[config.mk]
export PLATFORM = sky130hd
export DESIGN_NAME = substring_first_position_flat
export DESIGN_NICKNAME = d
export VERILOG_FILES = /design/src/ssfp_pkg.sv /design/src/ssfp_if.sv /design/src/ssfp_cell.sv /design/src/ssfp_res_fifo.sv /design/src/substring_first_position.sv /design/src/flat_wrapper.sv
export SDC_FILE = /design/constraint.sdc
export NUM_CORES = 2
export LEC_CHECK = 0
export ABC_AREA = 1
export BUFFER_PORTS_ARGS = -buffer_cell sky130_fd_sc_hd__buf_4
export CORE_ASPECT_RATIO = 1.1
export CORE_MARGIN = 2
export CORE_UTILIZATION = 67
export DETAILED_ROUTE_END_ITERATION = 16
export PLACE_DENSITY = 0.79
export SYNTH_ARGS = -nofsm -noshare
export SYNTH_HDL_FRONTEND = slang
export SYNTH_SLANG_ARGS = --single-unit
[constraint.sdc]
create_clock -name i_clk -period 58.9 [get_ports i_clk]
set_input_delay 11.78 -clock i_clk [delete_from_list [all_inputs] [get_ports i_clk]]
set_output_delay 11.78 -clock i_clk [all_outputs]
set_load 0.005 [all_outputs]
[src/ssfp_pkg.sv]
// Package of the substring search block: field widths, request kinds and shared types.
// Depends on nothing; every other file of the block but the macro header imports it.
package ssfp_pkg;

    localparam int CH_W      = 8;
    localparam int KIND_W    = 2;
    localparam int POS_W     = 11;
    localparam int RES_DEPTH = 4;
    localparam int RES_AW    = $clog2(RES_DEPTH);
    localparam int RES_CW    = $clog2(RES_DEPTH + 1);

    localparam logic [CH_W-1:0] CH_SPACE = 8'h20;

    typedef logic [CH_W-1:0]  t_char;
    typedef logic [POS_W-1:0] t_pos;

    typedef enum logic [KIND_W-1:0] {
        KIND_PATTERN = 2'd0,
        KIND_SUBJECT = 2'd1,
        KIND_END     = 2'd2
    } t_kind;

    // Broadcast controls from the sequencer to every cell of the chain.
    typedef struct packed {
        logic shift;      // a subject character enters the window
        logic push;       // a pattern character enters the reversed pattern
        logic load_trim;  // the pushed character is not a space: refresh the aligned copy
    } t_cell_ctl;

endpackage

[src/ssfp_if.sv]
// Request and result channel interfaces of the substring search block.
// Depends on ssfp_pkg for the field widths.
interface ssfp_in_if import ssfp_pkg::*; ();
    logic              valid;
    logic              ready;
    logic [KIND_W-1:0] kind;
    t_char             ch;

    modport source (output valid, kind, ch, input ready);
    modport sink (input valid, kind, ch, output ready);
endinterface

interface ssfp_out_if import ssfp_pkg::*; ();
    logic valid;
    logic ready;
    t_pos position;

    modport source (output valid, position, input ready);
    modport sink (input valid, position, output ready);
endinterface

[src/ssfp_cell.sv]
// One cell of the comparison chain: a window byte, a pattern byte and its aligned copy.
// Depends on ssfp_pkg; cells are chained by the top level, each but the first fed by its left neighbor.
module ssfp_cell import ssfp_pkg::*; #(
    parameter int K  = 0,
    parameter int TW = 8
) (
    input  logic          i_clk,
    input  t_cell_ctl     i_ctl,
    input  logic [TW-1:0] i_trim,
    input  t_char         i_subj_prev,
    input  t_char         i_pat_prev,
    output t_char         o_subj,
    output t_char         o_pat,
    output logic          o_hit
);

    t_char r_subj;
    t_char r_pat;
    t_char r_trim_pat;
    logic  r_hit;

    // Window and pattern bytes shift one cell on each shift or push control.
    // The aligned copy follows the full pattern only when a non-space arrives,
    // so it always holds the pattern without its trailing spaces.
    always_ff @(posedge i_clk) begin
        if (i_ctl.shift) begin
            r_subj <= i_subj_prev;
        end
        if (i_ctl.push) begin
            r_pat <= i_pat_prev;
        end
        if (i_ctl.load_trim) begin
            r_trim_pat <= i_pat_prev;
        end
        // Cells past the trimmed length always agree.
        r_hit <= (r_subj == r_trim_pat) || (i_trim <= TW'(K));
    end

    assign o_subj = r_subj;
    assign o_pat  = r_pat;
    assign o_hit  = r_hit;

endmodule

[src/ssfp_res_fifo.sv]
// Small result queue that decouples the search pipeline from the result channel.
// Depends on ssfp_pkg for the depth and the position type.
module ssfp_res_fifo import ssfp_pkg::*; (
    input  logic              i_clk,
    input  logic              i_rst_n,
    input  logic              i_push,
    input  t_pos              i_data,
    input  logic              i_pop,
    output logic              o_valid,
    output t_pos              o_data,
    output logic [RES_CW-1:0] o_count
);

    t_pos              r_mem [RES_DEPTH];
    logic [RES_AW-1:0] r_head;
    logic [RES_AW-1:0] r_tail;
    logic [RES_CW-1:0] r_count;
    logic [RES_CW-1:0] n_count;

    // Occupancy follows push and pop; the writer never pushes into a full queue.
    always_comb begin
        n_count = r_count;
        if (i_push && !i_pop) begin
            n_count = r_count + RES_CW'(1);
        end else if (!i_push && i_pop) begin
            n_count = r_count - RES_CW'(1);
        end
    end

    always_ff @(posedge i_clk) begin
        if (!i_rst_n) begin
            r_head  <= '0;
            r_tail  <= '0;
            r_count <= '0;
        end else begin
            if (i_push) begin
                r_tail <= r_tail + RES_AW'(1);
            end
            if (i_pop) begin
                r_head <= r_head + RES_AW'(1);
            end
            r_count <= n_count;
        end
    end

    // Entry storage carries no reset.
    always_ff @(posedge i_clk) begin
        if (i_push) begin
            r_mem[r_tail] <= i_data;
        end
    end

    assign o_valid = (r_count != '0);
    assign o_data  = r_mem[r_head];
    assign o_count = r_count;

endmodule

[src/substring_first_position.sv]
// Top level of the streaming first-occurrence substring search.
// Depends on ssfp_pkg, ssfp_if, ssfp_cell and ssfp_res_fifo.
//
// Usage: requests arrive on i_req (valid/ready). A request is a pattern character,
// a subject character or an end marker. Pattern characters build the pattern; the
// first one after reset or after an end marker starts a new pattern. Subject
// characters enter a window of PATTERN_MAX bytes held in a chain of cells, each
// comparing its window byte with the trimmed pattern byte aligned to it.
// An end marker yields one result on o_res: the 1-based start of the first match,
// or 0, modulo 2^11.
// Throughput: one request per cycle while i_req.ready is high. An end marker passes
// two pipeline flags, r_s1_end then r_s2_end, so the window check of the last subject
// character lands first; it is then written into the result queue, which drives o_res.
// Reset clears the counts, the pending match and the result queue; the next
// pattern character starts a new pattern.
// When the receiver stalls, up to four results wait in the queue; i_req.ready
// drops only while four results are queued or still on their way to the queue.
module substring_first_position import ssfp_pkg::*; #(
    parameter int PATTERN_MAX = 128,
    parameter int SUBJECT_MAX = 1024
) (
    input  logic        i_clk,
    input  logic        i_rst_n,
    ssfp_in_if.sink     i_req,
    ssfp_out_if.source  o_res
);

    localparam int TW = $clog2(PATTERN_MAX + 1);
    localparam int CW = $clog2(SUBJECT_MAX + 1);
    localparam int LW = ((CW > TW) ? CW : TW) + 1;

    // Control state.
    logic [TW-1:0] r_pcount, n_pcount;
    logic [TW-1:0] r_trim, n_trim;
    logic          r_reload, n_reload;
    logic [CW-1:0] r_scount, n_scount;
    logic [CW-1:0] r_fm, n_fm;
    logic          r_s1_chk, n_s1_chk;
    logic          r_s1_end, n_s1_end;
    logic [CW-1:0] r_s1_pos, n_s1_pos;
    logic          r_s2_chk;
    logic          r_s2_end;
    logic [CW-1:0] r_s2_pos;

    logic          accept;
    logic          take_pat;
    logic          take_subj;
    logic          take_end;
    logic [TW-1:0] base_cnt;
    logic          nonspace;
    t_cell_ctl     cell_ctl;
    logic          all_hit;

    t_char                  subj_link [PATTERN_MAX];
    t_char                  pat_link  [PATTERN_MAX];
    logic [PATTERN_MAX-1:0] hits;

    logic              res_pop;
    logic [RES_CW-1:0] res_count;

    // Request decode.
    assign accept = i_req.valid && i_req.ready;

    always_comb begin
        take_pat  = 1'b0;
        take_subj = 1'b0;
        take_end  = 1'b0;
        case (i_req.kind)
            KIND_PATTERN: take_pat  = accept;
            KIND_SUBJECT: take_subj = accept;
            KIND_END:     take_end  = accept;
            default:      ;
        endcase
    end

    // Pattern bookkeeping: reload, overflow and trailing-space trimming.
    assign base_cnt = r_reload ? '0 : r_pcount;
    assign nonspace = (i_req.ch != CH_SPACE);

    always_comb begin
        cell_ctl.push      = take_pat && (base_cnt < TW'(PATTERN_MAX));
        cell_ctl.load_trim = cell_ctl.push && nonspace;
        cell_ctl.shift     = take_subj && (r_scount < CW'(SUBJECT_MAX));

        n_pcount = r_pcount;
        n_trim   = r_trim;
        if (take_pat && r_reload) begin
            n_pcount = '0;
            n_trim   = '0;
        end
        if (cell_ctl.push) begin
            n_pcount = base_cnt + TW'(1);
        end
        if (cell_ctl.load_trim) begin
            n_trim = base_cnt + TW'(1);
        end

        n_reload = r_reload;
        if (take_end) begin
            n_reload = 1'b1;
        end else if (take_pat) begin
            n_reload = 1'b0;
        end
    end

    // Subject count and the first pipeline stage of the window check.
    always_comb begin
        n_scount = r_scount;
        if (take_end) begin
            n_scount = '0;
        end else if (cell_ctl.shift) begin
            n_scount = r_scount + CW'(1);
        end
        n_s1_chk = cell_ctl.shift && (r_trim != '0) &&
                   ((LW'(r_scount) + LW'(1)) >= LW'(r_trim));
        n_s1_pos = CW'(LW'(r_scount) + LW'(2) - LW'(r_trim));
        n_s1_end = take_end;
    end

    // The chain of cells.
    for (genvar k = 0; k < PATTERN_MAX; k++) begin : g_cell
        t_char subj_prev;
        t_char pat_prev;
        if (k == 0) begin : g_head
            assign subj_prev = i_req.ch;
            assign pat_prev  = i_req.ch;
        end else begin : g_body
            assign subj_prev = subj_link[k-1];
            assign pat_prev  = pat_link[k-1];
        end
        ssfp_cell #(
            .K  (k),
            .TW (TW)
        ) u_cell (
            .i_clk       (i_clk),
            .i_ctl       (cell_ctl),
            .i_trim      (r_trim),
            .i_subj_prev (subj_prev),
            .i_pat_prev  (pat_prev),
            .o_subj      (subj_link[k]),
            .o_pat       (pat_link[k]),
            .o_hit       (hits[k])
        );
    end

    // Second stage: the whole window agrees, keep the first match only.
    assign all_hit = &hits;

    always_comb begin
        n_fm = r_fm;
        if (r_s2_end) begin
            n_fm = '0;
        end else if (r_s2_chk && all_hit && (r_fm == '0)) begin
            n_fm = r_s2_pos;
        end
    end

    always_ff @(posedge i_clk) begin
        if (!i_rst_n) begin
            r_pcount <= '0;
            r_trim   <= '0;
            r_reload <= 1'b1;
            r_scount <= '0;
            r_fm     <= '0;
            r_s1_chk <= 1'b0;
            r_s1_end <= 1'b0;
            r_s2_chk <= 1'b0;
            r_s2_end <= 1'b0;
        end else begin
            r_pcount <= n_pcount;
            r_trim   <= n_trim;
            r_reload <= n_reload;
            r_scount <= n_scount;
            r_fm     <= n_fm;
            r_s1_chk <= n_s1_chk;
            r_s1_end <= n_s1_end;
            r_s2_chk <= r_s1_chk;
            r_s2_end <= r_s1_end;
        end
    end

    // Match positions travel alongside the check flags.
    always_ff @(posedge i_clk) begin
        r_s1_pos <= n_s1_pos;
        r_s2_pos <= r_s1_pos;
    end

    // Result queue; ready reserves room for every end marker still in flight.
    assign res_pop     = o_res.valid && o_res.ready;
    assign i_req.ready = (res_count + RES_CW'(r_s1_end) + RES_CW'(r_s2_end))
                         < RES_CW'(RES_DEPTH);

    ssfp_res_fifo u_res_fifo (
        .i_clk   (i_clk),
        .i_rst_n (i_rst_n),
        .i_push  (r_s2_end),
        .i_data  (POS_W'(r_fm)),
        .i_pop   (res_pop),
        .o_valid (o_res.valid),
        .o_data  (o_res.position),
        .o_count (res_count)
    );

endmodule

[src/flat_wrapper.sv]
// flat-port wrapper written by rule: the top's interface ports become plain ports
module substring_first_position_flat import ssfp_pkg::*;
#(
    parameter int PATTERN_MAX = 128,
    parameter int SUBJECT_MAX = 1024
)
  (i_clk, i_rst_n, i_req_valid, i_req_kind, i_req_ch, i_req_ready, o_res_valid, o_res_position, o_res_ready);
  ssfp_in_if i_req_i ();
  ssfp_out_if o_res_i ();
  input  logic i_clk;
  input  logic i_rst_n;
  input wire logic [$bits(i_req_i.valid)-1:0] i_req_valid;
  input wire logic [$bits(i_req_i.kind)-1:0] i_req_kind;
  input wire logic [$bits(i_req_i.ch)-1:0] i_req_ch;
  output wire logic [$bits(i_req_i.ready)-1:0] i_req_ready;
  output wire logic [$bits(o_res_i.valid)-1:0] o_res_valid;
  output wire logic [$bits(o_res_i.position)-1:0] o_res_position;
  input wire logic [$bits(o_res_i.ready)-1:0] o_res_ready;
  assign i_req_i.valid = i_req_valid;
  assign i_req_i.kind = i_req_kind;
  assign i_req_i.ch = i_req_ch;
  assign i_req_ready = i_req_i.ready;
  assign o_res_valid = o_res_i.valid;
  assign o_res_position = o_res_i.position;
  assign o_res_i.ready = o_res_ready;
  substring_first_position #(.PATTERN_MAX(PATTERN_MAX), .SUBJECT_MAX(SUBJECT_MAX)) u_core (.i_clk(i_clk), .i_rst_n(i_rst_n), .i_req(i_req_i), .o_res(o_res_i));
endmodule
==> results by group <==
Logic synthesis
  • Syn Area/Cell: 18.8 um^2
  • Warnings from Yosys: 0
  • Largest family of logic cells by synthesized area: XOR/XNOR gates
  • Yosys reg bits: between 3k and 4k
  • Synth Area in Simple Gates: 0.0502
  • Sequential-to-total area share from yosys stat: 0.851
  • Syn Nets: 6120
  • Gate Count Post-Synth: 6069
  • Post-synth cell types: 51
  • Syn Std Cell Area: between 100000 and 150000 um^2
  • Post-synthesis compound-gate area fraction: 0.0168
  • Post-Synth Adder-Cell Area: 0.00418
  • Mux contribution to synthesized area: 0
  • XOR/XNOR Fraction of Synth Area: 0.0666

STA
  • Clk_skew: 71.2 ps
  • Fin. max-slew vios: 0
  • Worst slew margin: 0.177
  • Max Fclk: 61.3 MHz
  • Min cycle time layout: 16310 ps
  • Setup_tns: 0 ps
  • Hold Slack: ~320 ps
  • Fin crit share: 0.277
  • Setup violations, final: 0
  • Final hold vios: 0
  • RSZ-0062 raised after global routing: no
  • Worst slew pin tran: 1230 ps

Pwr
  • Post-route total power: 4740 uW
  • Maximum vdd ir drop: 0.0000371 V
  • Leakage: 0.0376 uW
  • Power Density: about 37 nW/um^2

Worst setup path
  • Worst reg2reg path startpoint: u_core.r_s2_end
  • Crit path kind: in -> reg
  • Endpoint class of the critical path: register
  • Crit-path slowest cell: buf_4
  • Crit-path max FO: between 100 and 150
  • WP buf/inv: 6
  • Reg2Reg Depth: 12
  • Cell mode on critical path: buf_4
  • Crit path cell chain: buf_4 -> nand3_4 -> nor3_4 -> nand2_2 -> inv_8 -> buf_4 -> buf_4 -> buf_4 -> buf_4
  • CP delay by family, top: buffers and inverters
  • WP data required: 59410 ps
  • Critical Path AT: 16830 ps
  • Crit-path max cell delay: 920 ps
  • CP Launch Type: primary input
  • Worst reg-to-reg setup slack: approximately 52000 ps
  • Reg2reg end: u_core.g_cell[110].u_cell.o_subj[3]

Placement
  • IO Port Bufs: 26
  • Cell Area, Placed: 118000 um^2
  • Final RePlAce weighted congestion: about 0.84
  • Detailed Place HPWL: between 100 and 150 mm

Route
  • Drt first pass iters: 7
  • Via Count: roughly 52k
  • Routed WL: 216 mm
  • DRC viols: 0
  • Violation count after the first detailed-routing iteration: about 5.5k
  • Wire per inst: 24.2 um
  • Post-DR vias/cell: 5.84
  • Antenna Nets Post-Route: 0

Clock tree
  • Reg clk slew, reported paths: around 60 ps
  • Skew-Pair Late Insertion Delay: 950 ps
  • Clock Tree Root: clkbuf_16
  • Post CTS Setup Buffer Count: 0
  • Clock buffer depth: 4
  • Sink Count: 3310
  • Hold_buf cts: 0
  • H-tree depth: 5
  • TritonCTS Buffers: between 300 and 400
  • Cts repair resizes: 0
  • CTS tree: built

Global routing
  • Vias in the first global route: around 54k
  • Initial antenna violation count: 8
  • Largest net degree at the start of global routing: 188
  • Gr ovfl total: 0
  • First-pass GRT wire length: 321 mm
  • Global Route Usage Sum: 0.250

Layout
  • Commonest non-fill, non-tap cell in the layout: edfxtp_1
  • Commonest non-fill, non-tap cells in the layout: edfxtp_1 (3108), xnor2_1 (494), nand2_1 (490)
  • Finished Cell Area: roughly 130000 um^2
  • Filler Cells Inserted: about 8.8k
  • Share of cells above drive strength 1: 0.0983
  • Layout area overhead: 11.5%
  • Layout net count: 6477

Worst hold path
  • Sink of the worst hold path: u_core.r_s2_pos[10]
  • HP Class: reg -> reg
  • Worst hold path cell count: 0
  • Hold Path Origin: u_core.r_s1_pos[10]

Floorplanning
  • FP Rows: ~160
  • I/O pin count: 27
  • Die Wd: 398 um
  • CORE AREA: 170000 um^2
  • Die ar.: ~170000 um^2
  • Die Height: 437 um
  • Initial Util: 0.672

Run status
  • Status: completed

Run
  • Maximum capacitance violations: 0
power breakdown:
part           total [uW]  switching [uW]  internal [uW]  leakage (uW)
Combinational         134             102           31.6       0.00896
Sequential           2660            29.1           2630        0.0239
Clock                1940             818           1120       0.00483
flip-flops by register name, summed over array words and instances, names as in the netlist, named ones only:
name and cells:
u_core.g_cell.u_cell.o_hit 128, u_core.g_cell.u_cell.o_pat 1016, u_core.g_cell.u_cell.o_subj 1024, u_core.g_cell.u_cell.r_trim_pat 1024, u_core.r_fm 11, u_core.r_pcount 8
u_core.r_reload 1, u_core.r_s1_chk 1, u_core.r_s1_end 1, u_core.r_s1_pos 11, u_core.r_s2_chk 1, u_core.r_s2_end 1
u_core.r_s2_pos 11, u_core.r_scount 11, u_core.r_trim 8, u_core.u_res_fifo.o_count 3, u_core.u_res_fifo.r_head 2, u_core.u_res_fifo.r_mem 44
u_core.u_res_fifo.r_tail 2
logic make-up (layout without fill, tap and decap cells):
family                   after synthesis  after routing
flip-flops                          3310           3310
AND/OR/NAND/NOR                     1208           1208
XOR/XNOR                             870            870
AO/OA/AOI/OAI                        335            335
buffers and inverters                309            900
adder cells (fa/ha/maj)               37             37
other                                  0              3
per-layer routing:
layer,vias up,global-route usage,part of all wire
met5,-,0,0.00011
li1,23220,-,-
met1,26365,0.324,0.38
met2,2085,0.431,0.52
met3,388,0.0471,0.073
met4,4,0.0800,0.031
worst max-delay path by stage:
stage | startpoint | end | slack, ps | depth (start not counted)
2_1_floorplan | i_req_kind[0] | u_core.g_cell[0].u_cell.r_trim_pat[0] | 25630 | 5
3_3_place_gp | i_req_valid | u_core.g_cell[111].u_cell.o_subj[3] | 41610 | 9
3_5_place_dp | i_req_valid | u_core.g_cell[109].u_cell.o_subj[3] | 41530 | 9
4_1_cts | i_req_valid | u_core.g_cell[112].u_cell.o_subj[3] | 42490 | 9
5_1_grt | i_req_valid | u_core.g_cell[112].u_cell.o_subj[3] | 42160 | 9
6_report | i_req_valid | u_core.g_cell[110].u_cell.o_subj[3] | 42590 | 9
cell usage after synthesis (all sizes together):
cell type / n / share of area
nor3b: 4 / 0.00026
o2111ai: 12 / 0.00092
nand2: 494 / 0.016
and3: 2 / 0.00011
edfxtp: 3108 / 0.82
fa: 2 / 0.00035
nand3b: 7 / 0.00046
nor2: 231 / 0.0081
nor4: 76 / 0.0042
nand3: 80 / 0.0037
o32ai: 4 / 0.00031
ha: 35 / 0.0038
nor3: 37 / 0.0019
and2: 1 / 0.000066
o211ai: 15 / 0.00098
clkinv: 2 / 0.000066
o22ai: 15 / 0.00082
or2: 117 / 0.0064
o311ai: 1 / 0.000077
xor2: 376 / 0.029
a22oi: 1 / 0.000066
o21ai: 189 / 0.0083
nand4: 159 / 0.0087
clkbuf: 17 / 0.00058
a21oi: 54 / 0.0024
a21boi: 1 / 0.000066
a21o: 1 / 0.000066
o31ai: 19 / 0.0012
xnor2: 494 / 0.038
buf: 16 / 0.0011
dfxtp: 202 / 0.035
a211oi: 13 / 0.00085
o221ai: 6 / 0.00046
a221oi: 4 / 0.00031
inv: 274 / 0.0090
cell type report:
| type | instances | area [um^2] | area share |
|---|---|---|---|
| repair buffers | 71 | 596 | 0.00467 |
| clock inverters | 136 | 1240 | 0.00975 |
| diodes | 3 | 7.51 | 0.0000589 |
| well taps | 2254 | 2820 | 0.0221 |
| multi-input cells | 2450 | 15800 | 0.124 |
| flip-flops and latches | 3310 | 97400 | 0.764 |
| clock buffers | 417 | 8620 | 0.0676 |
| inverters | 276 | 1050 | 0.00826 |
worst register-to-register path, delay by kind of cell, from the launching register on:
kind / cells / cell delay, ps
fa+ha+maj: 1 / 290
buf+inv: 5 / 4290
flops: 1 / 500
simple gates: 6 / 900
per-stage QoR:
step | worst slack (ps) | utilization | cells
2_1_floorplan | 25630 | - | 6069
3_3_place_gp | 41610 | 0.692 | 8361
3_5_place_dp | 41530 | 0.692 | 8361
4_1_cts | 42490 | 0.750 | 8914
5_1_grt | 42160 | 0.750 | 8914
6_report | 42590 | 0.750 | 8917
Note: power is estimated with default switching activity, not from simulation.
